**config.mk**
```make
export PLATFORM = sky130hd
export DESIGN_NAME = touch_delta_peak_hold_filter_core
export DESIGN_NICKNAME = d
export VERILOG_FILES = /design/src/rtl/tdphf_pkg.sv /design/src/rtl/touch_delta_peak_hold_filter_core.sv /design/src/rtl/tdphf_ram.sv /design/src/rtl/tdphf_dp.sv /design/src/rtl/tdphf_ctrl.sv
export SDC_FILE = /design/constraint.sdc
export NUM_CORES = 2
export LEC_CHECK = 0
export BUFFER_PORTS_ARGS = -buffer_cell sky130_fd_sc_hd__buf_2
export CORE_AREA = 5 5 516 518
export CTS_CLUSTER_DIAMETER = 200
export DETAILED_ROUTE_END_ITERATION = 16
export DIE_AREA = 0 0 521 523
export SYNTH_ARGS = -nofsm -noshare
export SYNTH_HDL_FRONTEND = slang
export SYNTH_SLANG_ARGS = --single-unit
```
**constraint.sdc**
```tcl
create_clock -name aclk -period 7.8 [get_ports aclk]
set_input_delay 0.39 -clock aclk [delete_from_list [all_inputs] [get_ports aclk]]
set_output_delay 0.39 -clock aclk [all_outputs]
set_load 0.02 [all_outputs]
```
**src/rtl/tdphf_pkg.sv**
```systemverilog
`timescale 1ns / 1ps
// Shared constants and controller/datapath interface types for the touch
// delta peak-hold filter. No dependencies.
package tdphf_pkg;

    localparam int CHANNELS     = 16;
    localparam int WINDOW_DEPTH = 8;

    localparam int CH_W   = (CHANNELS > 1) ? $clog2(CHANNELS) : 1;
    localparam int WIN_W  = $clog2(WINDOW_DEPTH);
    localparam int ADDR_W = CH_W + WIN_W;
    localparam int MEM_DEPTH = 2 ** ADDR_W;

    localparam int DATA_W = 16;
    localparam int THR_W  = 16;
    localparam int PCT_W  = 7;
    localparam int MAG_W  = DATA_W + 1;
    // Wide enough for 100 * (magnitude + 1) and threshold * percent.
    localparam int CMP_W  = 24;

    localparam int PCT_SCALE  = 100;
    localparam logic [PCT_W-1:0] PCT_RESET = 7'd50;

    localparam int IN_TDATA_W = 40;
    localparam int CH_IN_W    = 4;

    typedef struct packed {
        logic              capture;
        logic              clear_rel;
        logic              decide;
        logic              wr_en;
        logic              rd_en;
        logic              clr_en;
        logic              load_out;
        logic [WIN_W-1:0]  idx;
        logic [ADDR_W-1:0] clr_addr;
    } cmd_t;

    typedef struct packed {
        logic active;
        logic fill;
    } sts_t;

endpackage

```
**src/rtl/touch_delta_peak_hold_filter_core.sv**
```systemverilog
`timescale 1ns / 1ps
// Touch delta peak-hold filter top level; uses tdphf_pkg, tdphf_ctrl and tdphf_dp.
// A result comes soonest for an undetected sample, later for a detected one and last when a release
// rewrites the window (one RAM access per cycle: WINDOW_DEPTH reads for the maximum,
// WINDOW_DEPTH writes on release). One sample is in work at a time; the next is taken
// the cycle after its result is registered, which waits while the receiver stalls.
// Reset: a clearing pass over all MEM_DEPTH (128) words zeroes the window RAM first.
module touch_delta_peak_hold_filter_core (
    input  logic                              aclk,
    input  logic                              aresetn,
    input  logic                              s_tvalid,
    output logic                              s_tready,
    // channel [3:0], delta [19:4], threshold [35:20], zero [39:36]
    input  logic [tdphf_pkg::IN_TDATA_W-1:0]  s_tdata,
    // touch_detected [0]
    input  logic                              s_tuser,
    output logic                              m_tvalid,
    input  logic                              m_tready,
    // filtered_delta [15:0]
    output logic [tdphf_pkg::DATA_W-1:0]      m_tdata,
    input  logic                              cfg_valid,
    output logic                              cfg_ready,
    input  logic [tdphf_pkg::PCT_W-1:0]       cfg_data
);

    tdphf_pkg::cmd_t cmd;
    tdphf_pkg::sts_t sts;

    assign cfg_ready = 1'b1;

    tdphf_ctrl u_ctrl (
        .aclk     (aclk),
        .aresetn  (aresetn),
        .s_tvalid (s_tvalid),
        .s_tready (s_tready),
        .m_tvalid (m_tvalid),
        .m_tready (m_tready),
        .sts      (sts),
        .cmd      (cmd)
    );

    tdphf_dp u_dp (
        .aclk      (aclk),
        .aresetn   (aresetn),
        .cmd       (cmd),
        .sts       (sts),
        .s_tdata   (s_tdata),
        .s_tuser   (s_tuser),
        .cfg_valid (cfg_valid),
        .cfg_data  (cfg_data),
        .m_tdata   (m_tdata)
    );

endmodule

```
**src/rtl/tdphf_ram.sv**
```systemverilog
`timescale 1ns / 1ps
// Generic simple dual-port RAM: one write port, one read port, registered read.
// No dependencies.
module tdphf_ram #(
    parameter int WIDTH = 16,
    parameter int DEPTH = 128
) (
    input  logic                     aclk,
    input  logic                     we,
    input  logic [$clog2(DEPTH)-1:0] waddr,
    input  logic [WIDTH-1:0]         wdata,
    input  logic [$clog2(DEPTH)-1:0] raddr,
    output logic [WIDTH-1:0]         rdata
);

    logic [WIDTH-1:0] mem_reg [DEPTH];
    logic [WIDTH-1:0] rdata_reg;

    always_ff @(posedge aclk) begin
        if (we) begin
            mem_reg[waddr] <= wdata;
        end
        rdata_reg <= mem_reg[raddr];
    end

    assign rdata = rdata_reg;

endmodule

```
**src/rtl/tdphf_dp.sv**
```systemverilog
`timescale 1ns / 1ps
// Datapath of the peak-hold filter: sample registers, release compare, window
// RAM, running maximum and result register. Uses tdphf_pkg and tdphf_ram.
module tdphf_dp (
    input  logic                              aclk,
    input  logic                              aresetn,
    input  tdphf_pkg::cmd_t                   cmd,
    output tdphf_pkg::sts_t                   sts,
    input  logic [tdphf_pkg::IN_TDATA_W-1:0]  s_tdata,
    input  logic                              s_tuser,
    input  logic                              cfg_valid,
    input  logic [tdphf_pkg::PCT_W-1:0]       cfg_data,
    output logic [tdphf_pkg::DATA_W-1:0]      m_tdata
);

    logic [tdphf_pkg::PCT_W-1:0]  pct_reg;
    logic [tdphf_pkg::CH_W-1:0]   ch_reg;
    logic                         in_range_reg;
    logic signed [tdphf_pkg::DATA_W-1:0] delta_reg;
    logic                         det_reg;
    logic [tdphf_pkg::THR_W-1:0]  thr_reg;
    logic [tdphf_pkg::CMP_W-1:0]  lhs_reg, rhs_reg;
    logic [tdphf_pkg::CHANNELS-1:0] rel_reg, rel_next;
    logic                         fill_reg;
    logic [tdphf_pkg::WIN_W-1:0]  pos_reg, slot_reg;
    logic                         rd_vld_reg;
    logic signed [tdphf_pkg::DATA_W-1:0] max_reg;
    logic [tdphf_pkg::DATA_W-1:0] out_reg;

    logic [tdphf_pkg::CH_IN_W-1:0] s_channel;
    logic [tdphf_pkg::MAG_W-1:0]   mag;
    logic                          below;
    logic [tdphf_pkg::ADDR_W-1:0]  waddr, raddr;
    logic [tdphf_pkg::DATA_W-1:0]  wdata, rdata;
    logic [tdphf_pkg::WIN_W-1:0]   wr_idx;

    assign s_channel = s_tdata[3:0];

    assign mag = delta_reg[tdphf_pkg::DATA_W-1]
               ? tdphf_pkg::MAG_W'(-{delta_reg[tdphf_pkg::DATA_W-1], delta_reg})
               : tdphf_pkg::MAG_W'(delta_reg);

    // mag < floor(thr * pct / 100) is the same as 100 * (mag + 1) <= thr * pct.
    assign below = (lhs_reg <= rhs_reg);

    always_comb begin
        rel_next = rel_reg;
        if (cmd.clear_rel && in_range_reg) begin
            rel_next[ch_reg] = 1'b0;
        end else if (cmd.decide) begin
            rel_next[ch_reg] = below && !rel_reg[ch_reg];
        end
    end

    always_ff @(posedge aclk) begin
        if (!aresetn) begin
            pct_reg    <= tdphf_pkg::PCT_RESET;
            rel_reg    <= '0;
            pos_reg    <= '0;
            rd_vld_reg <= 1'b0;
        end else begin
            if (cfg_valid) begin
                pct_reg <= cfg_data;
            end
            rel_reg    <= rel_next;
            rd_vld_reg <= cmd.rd_en;
            if (cmd.decide) begin
                pos_reg <= (pos_reg == tdphf_pkg::WIN_W'(tdphf_pkg::WINDOW_DEPTH - 1))
                         ? '0 : pos_reg + 1'b1;
            end
        end
    end

    always_ff @(posedge aclk) begin
        if (cmd.capture) begin
            ch_reg       <= tdphf_pkg::CH_W'(s_channel);
            in_range_reg <= (int'(s_channel) < tdphf_pkg::CHANNELS);
            delta_reg    <= s_tdata[19:4];
            thr_reg      <= s_tdata[35:20];
            det_reg      <= s_tuser;
        end
        lhs_reg <= tdphf_pkg::CMP_W'(mag) * tdphf_pkg::CMP_W'(tdphf_pkg::PCT_SCALE)
                 + tdphf_pkg::CMP_W'(tdphf_pkg::PCT_SCALE);
        rhs_reg <= tdphf_pkg::CMP_W'(thr_reg) * tdphf_pkg::CMP_W'(pct_reg);
        if (cmd.decide) begin
            fill_reg <= below && rel_reg[ch_reg];
            slot_reg <= pos_reg;
            max_reg  <= '0;
        end else if (rd_vld_reg && ($signed(rdata) > max_reg)) begin
            max_reg <= $signed(rdata);
        end
        if (cmd.load_out) begin
            out_reg <= (det_reg && in_range_reg) ? max_reg : delta_reg;
        end
    end

    assign wr_idx = fill_reg ? cmd.idx : slot_reg;
    assign waddr  = cmd.clr_en ? cmd.clr_addr : {ch_reg, wr_idx};
    assign wdata  = cmd.clr_en ? '0 : delta_reg;
    assign raddr  = {ch_reg, cmd.idx};

    tdphf_ram #(
        .WIDTH (tdphf_pkg::DATA_W),
        .DEPTH (tdphf_pkg::MEM_DEPTH)
    ) u_window (
        .aclk  (aclk),
        .we    (cmd.wr_en || cmd.clr_en),
        .waddr (waddr),
        .wdata (wdata),
        .raddr (raddr),
        .rdata (rdata)
    );

    assign sts.active = det_reg && in_range_reg;
    assign sts.fill   = fill_reg;
    assign m_tdata    = out_reg;

endmodule

```
**src/rtl/tdphf_ctrl.sv**
```systemverilog
`timescale 1ns / 1ps
// Controller of the peak-hold filter: clearing pass, per-sample sequencing of
// the window RAM and the output handshake. Uses tdphf_pkg.
module tdphf_ctrl (
    input  logic            aclk,
    input  logic            aresetn,
    input  logic            s_tvalid,
    output logic            s_tready,
    output logic            m_tvalid,
    input  logic            m_tready,
    input  tdphf_pkg::sts_t sts,
    output tdphf_pkg::cmd_t cmd
);

    localparam logic [2:0] ST_CLEAR  = 3'd0;
    localparam logic [2:0] ST_IDLE   = 3'd1;
    localparam logic [2:0] ST_MUL    = 3'd2;
    localparam logic [2:0] ST_DECIDE = 3'd3;
    localparam logic [2:0] ST_WRITE  = 3'd4;
    localparam logic [2:0] ST_READ   = 3'd5;
    localparam logic [2:0] ST_DRAIN  = 3'd6;
    localparam logic [2:0] ST_OUT    = 3'd7;

    localparam logic [tdphf_pkg::WIN_W-1:0] K_LAST =
        tdphf_pkg::WIN_W'(tdphf_pkg::WINDOW_DEPTH - 1);

    logic [2:0]                      state_reg, state_next;
    logic [tdphf_pkg::WIN_W-1:0]     k_reg, k_next;
    logic [tdphf_pkg::ADDR_W-1:0]    clr_reg, clr_next;
    logic                            m_tvalid_reg, m_tvalid_next;

    always_comb begin
        state_next = state_reg;
        k_next     = k_reg;
        clr_next   = clr_reg;
        cmd        = '0;
        s_tready   = 1'b0;
        case (state_reg)
            ST_CLEAR: begin
                cmd.clr_en   = 1'b1;
                cmd.clr_addr = clr_reg;
                clr_next     = clr_reg + 1'b1;
                if (&clr_reg) begin
                    state_next = ST_IDLE;
                end
            end
            ST_IDLE: begin
                s_tready = 1'b1;
                if (s_tvalid) begin
                    cmd.capture = 1'b1;
                    state_next  = ST_MUL;
                end
            end
            ST_MUL: begin
                if (sts.active) begin
                    state_next = ST_DECIDE;
                end else begin
                    cmd.clear_rel = 1'b1;
                    state_next    = ST_OUT;
                end
            end
            ST_DECIDE: begin
                cmd.decide = 1'b1;
                k_next     = '0;
                state_next = ST_WRITE;
            end
            ST_WRITE: begin
                // A release rewrites every slot of the channel, else one slot.
                cmd.wr_en = 1'b1;
                cmd.idx   = k_reg;
                if (!sts.fill || k_reg == K_LAST) begin
                    k_next     = '0;
                    state_next = ST_READ;
                end else begin
                    k_next = k_reg + 1'b1;
                end
            end
            ST_READ: begin
                cmd.rd_en = 1'b1;
                cmd.idx   = k_reg;
                k_next    = k_reg + 1'b1;
                if (k_reg == K_LAST) begin
                    state_next = ST_DRAIN;
                end
            end
            ST_DRAIN: begin
                state_next = ST_OUT;
            end
            ST_OUT: begin
                if (!m_tvalid_reg || m_tready) begin
                    cmd.load_out = 1'b1;
                    state_next   = ST_IDLE;
                end
            end
            default: begin
                state_next = ST_IDLE;
            end
        endcase
    end

    always_comb begin
        m_tvalid_next = m_tvalid_reg;
        if (cmd.load_out) begin
            m_tvalid_next = 1'b1;
        end else if (m_tready) begin
            m_tvalid_next = 1'b0;
        end
    end

    always_ff @(posedge aclk) begin
        if (!aresetn) begin
            state_reg    <= ST_CLEAR;
            k_reg        <= '0;
            clr_reg      <= '0;
            m_tvalid_reg <= 1'b0;
        end else begin
            state_reg    <= state_next;
            k_reg        <= k_next;
            clr_reg      <= clr_next;
            m_tvalid_reg <= m_tvalid_next;
        end
    end

    assign m_tvalid = m_tvalid_reg;

    a_ram_ops_exclusive: assert property (@(posedge aclk) disable iff (!aresetn)
        $onehot0({cmd.wr_en, cmd.rd_en, cmd.clr_en}))
        else $error("window RAM write, read and clear overlap");

    a_one_item_at_a_time: assert property (@(posedge aclk) disable iff (!aresetn)
        s_tvalid && s_tready |=> !s_tready)
        else $error("second transaction accepted while a sample is in work");

    a_no_overwrite: assert property (@(posedge aclk) disable iff (!aresetn)
        cmd.load_out |-> (!m_tvalid_reg || m_tready))
        else $error("result loaded over an untaken result");

    a_clear_blocks_input: assert property (@(posedge aclk) disable iff (!aresetn)
        state_reg == ST_CLEAR |-> !s_tready && !m_tvalid_reg)
        else $error("handshake active during the clearing pass");

endmodule

```
==> out/metrics.csv <==
stage,metric,value,unit
grt,gr ovfl total,0,
yosys,synthesis warning total,0,
setup_path,CP arrival,6490,ps
yosys,syn_area_per_cell,13.8,µm²
drt,routed vias/inst,5.54,
placement,RePlAce Congestion,0.827,
clock_network,setup bufs post-CTS,0,
placement,port bufs,66,
yosys,Post-synth EDFFs,2105,
die,die height,523,µm
grt,antenna violations before repair,6,
setup_path,reg2reg path depth,20,
grt,GRT Overall Usage,17.9,%
drt,Routed Antenna Nets,0,
yosys,post-synthesis cell type count,74,
drt,DRT met1 WL,105,mm
drt,wire per inst,24.4,µm
timing,"Hold Violations, Final",0,
die,die width,521,µm
outcome,status,"finished, final reports clean",
hold_path,hold-critical path endpoint,u_ctrl.state_reg[2]$_SDFFE_PN0P_,
setup_path,crit-path leading delay family,simple AND/OR/NAND/NOR gates,
setup_path,CP Data Required Time,8500,ps
pwr,Tot Pwr,23.7,mW
yosys,"Seq/Total Area, Yosys",72.3,%
clock_network,clock-pin slew on the worst setup and hold paths,60,ps
yosys,Synth async-reset ratio,0,%
layout,"commonest non-fill, non-tap cells in the layout","edfxtp_1 (2,105), nand2_1 (1,171), o22ai_1 (587)",
layout,"commonest non-fill, non-tap cell in the layout",edfxtp_1,
timing,RSZ-0062 raised after global routing,false,
timing,worst slew pin tran,1260,ps
yosys,Synth area leaders,"edfxtp_1 (70%), nand2_1 (4.9%), o22ai_1 (4.0%)",
placement,Cell Count Post-Placement,9830,
die,Die ar.,272000,µm²
setup_path,worst flop-to-flop path endpoint,u_dp.lhs_reg[23]$_DFF_P_,
setup_path,CP Capture Type,flop,
pwr,Power Density,230,nW/µm²
layout,NumNets Final,6962,
yosys,#FFs+latches synth,2223,
die,core area,261000,µm²
die,row count,188,
layout,multi-input logic area,22800,µm²
layout,synthesis-to-layout area growth,13.5,%
clock_network,CTS buffer count,218,
hold_path,Min-Delay Startpoint,s_tvalid,
clock_network,post-cts resize count,0,
pwr,sequential power share,54.8,%
yosys,cells after synthesis,6549,
setup_path,Startpoint Class,flop,
clock_network,root buf cell,clkbuf_16,
placement,post-detailed-placement half-perimeter wirelength,141,mm
grt,global-route wire length before repair,368,mm
drt,DR vias,57100,
drt,TritonRoute pass-1 iters,8,
layout,Fillers,23900,
pwr,Sw Pwr,4.90,mW
yosys,top cell type by total area after synthesis,edfxtp_1,
pwr,Clk network pwr share,42.4,%
timing,Setup-failing EPs final,0,
hold_path,Hold Crit Class,in -> reg,
layout,storage element area,65600,µm²
setup_path,crit path kind,reg -> reg,
setup_path,crit-path cells,or4_1 -> or3_1 -> or3_1 -> o31ai_2 -> xor2_1 -> inv_1 -> ha_1 -> ha_1 -> inv_1 -> fa_1 -> inv_1 -> ha_1 -> and3_1 -> nor2b_1 -> and4_1 -> a2111oi_1 -> xnor2_1 -> and3_1 -> nand4_1 -> xnor2_1,
clock_network,Max clock buf depth,3,
pwr,Sw Share,20.7,%
layout,"non-filler cells, final",10300,
die,Starting Density,34.7,%
hold_path,hold path depth,5,
drt,First DRT Iteration DRCs,6114,
clock_network,clock sinks,2223,
layout,"Core Util, Final",39.4,%
timing,setup TNS,0,ps
grt,largest net degree at the start of global routing,135,
drt,highest routed layer,met4,
pwr,Comb power frac,2.9,%
setup_path,CP max FO,6,
setup_path,"Buf+Inv Stages, Crit Path",3,
drt,metal3 WL,20.7,mm
setup_path,Crit-path slowest cell,or4_1,
timing,part of the cycle the worst path needs,74.2,%
clock_network,TritonCTS clock tree,done,
setup_path,Worst R2R Setup Slack,2010,ps
timing,Slew headroom,16.2,%
timing,min cycle time layout,5790,ps
setup_path,"slowest stage delay, CP",610,ps
timing,final worst clock skew,60.9,ps
yosys,Post-Syn Area,90700,µm²
setup_path,worst setup path start,u_dp.delta_reg[2]$_DFFE_PP_,
grt,vias in the first global route,55200,
clock_network,CTS Hold Bufs,54,
timing,pins over their slew limit,0,
drt,WL met2,116,mm
setup_path,r2r startpoint,u_dp.delta_reg[2]$_DFFE_PP_,
pwr,worst IR drop on VDD,213,µV
die,IO Pins,72,
yosys,area share of the largest cell type after synthesis,69.7,%
clock_network,Clock Latency Late Sink,880,ps
timing,fmax,0.173,GHz
layout,layout cells sized above 1,9.37,%
clock_network,H-tree depth,4,
drt,WL final,251,mm
pwr,LEAKAGE,33.3,nW
pwr,Int Pwr,18.8,mW
layout,max reg flops,2048,
yosys,"Top FF cell, synth",edfxtp_1,
job,max_cap viols,0,
drt,# DRC,0,
==> worst max path at each step <==
stage / endpoint / slack, ps / cells past startpoint
after floorplan: u_dp.u_window.mem_reg[0][12]$_DFFE_PP_ / 2430 / 7
final: u_dp.lhs_reg[23]$_DFF_P_ / 2010 / 20
after global placement: u_dp.lhs_reg[23]$_DFF_P_ / 2000 / 20
after global routing: u_dp.lhs_reg[23]$_DFF_P_ / 1610 / 20
after detailed placement: u_dp.lhs_reg[23]$_DFF_P_ / 2070 / 20
after CTS: u_dp.lhs_reg[23]$_DFF_P_ / 1990 / 18
==> per-layer routing <==
layer	GRT usage, %	vias to the layer above
li1	-	25300
met1	24.9	28900
met2	28.3	2403
met3	3.12	390
met4	6.29	0
met5	0	-
==> area by class of cell <==
cell class | count | area share (%)
clock buffers | 280 | 5.57
flip-flops and latches | 2223 | 63.7
well taps | 3420 | 4.16
clock inverters | 131 | 1.07
diodes | 6 | 0.0146
inverters | 189 | 0.689
multi-input cells | 3708 | 22.1
repair buffers | 344 | 2.70
==> power groups by stage <==
stage               sequential, mW  clock [mW]  combinational (mW)
floorplan                     13.2           0               0.479
global placement              13.2           0               0.635
detailed placement            13.2           0               0.645
CTS                           13.0        10.2               0.684
global route                  13.0        10.7               0.772
finish                        13.0        10.0               0.683
==> worst register-to-register path, stage by stage, from the launching register on <==
cell and delay [ps]:
edfxtp_1 470, or4_1 610, or3_1 420, or3_1 350
o31ai_2 210, xor2_1 270, inv_1 100, ha_1 290
ha_1 270, inv_1 50, fa_1 490, inv_1 40
ha_1 320, and3_1 200, nor2b_1 190, and4_1 200
a2111oi_1 440, xnor2_1 200, and3_1 230, nand4_1 110
xnor2_1 150
==> per-stage QoR <==
stage / area (µm²) / worst slack (ps) / hold WS [ps]
finish: 103000 / 2010 / 62.7
floorplan: 90700 / 2430 / 434
global route: 103000 / 1610 / 109
global placement: 95600 / 2000 / 445
CTS: 103000 / 1990 / 4.35
detailed placement: 95600 / 2070 / 456
==> Yosys cell counts (5+ instances only) <==
cell type and instances:
o41ai_1 6, mux2i_1 36, or3_1 5, buf_4 5, mux4_2 5, nor3_1 58
o31ai_1 6, o21a_1 6, inv_1 189, o22ai_1 587, xnor2_1 54, nand2b_1 9
nand4_1 17, nor2b_1 38, nor4_1 16, a31oi_1 220, o211a_1 6, mux2_2 14
nand3_1 28, nand3b_1 7, and3_1 56, buf_1 27, nor2_1 279, o211ai_1 23
a21oi_1 229, dfxtp_1 118, nand2_1 1174, a22oi_1 5, fa_1 80, clkbuf_1 230
xor2_1 21, buf_2 168, edfxtp_1 2105, a211oi_1 42, o221ai_1 42, a311oi_1 245
ha_1 145, a21boi_0 7, a21o_1 25, and2_1 64, o21ai_0 103
==> kinds of logic (layout without fill, tap and decap cells) <==
kind of cell / after synthesis / after routing / share of synthesized area [%]
buffers and inverters: 620 / 944 / 2.83
AO/OA/AOI/OAI: 1579 / 1579 / 11.5
XOR/XNOR: 75 / 75 / 0.724
AND/OR/NAND/NOR: 1770 / 1770 / 8.13
flip-flops: 2223 / 2223 / 72.3
adder cells (fa/ha/maj): 225 / 225 / 3.77
other: 2 / 10 / 0.00828
multiplexers: 55 / 55 / 0.695
Note: power is estimated with default switching activity, not from simulation.
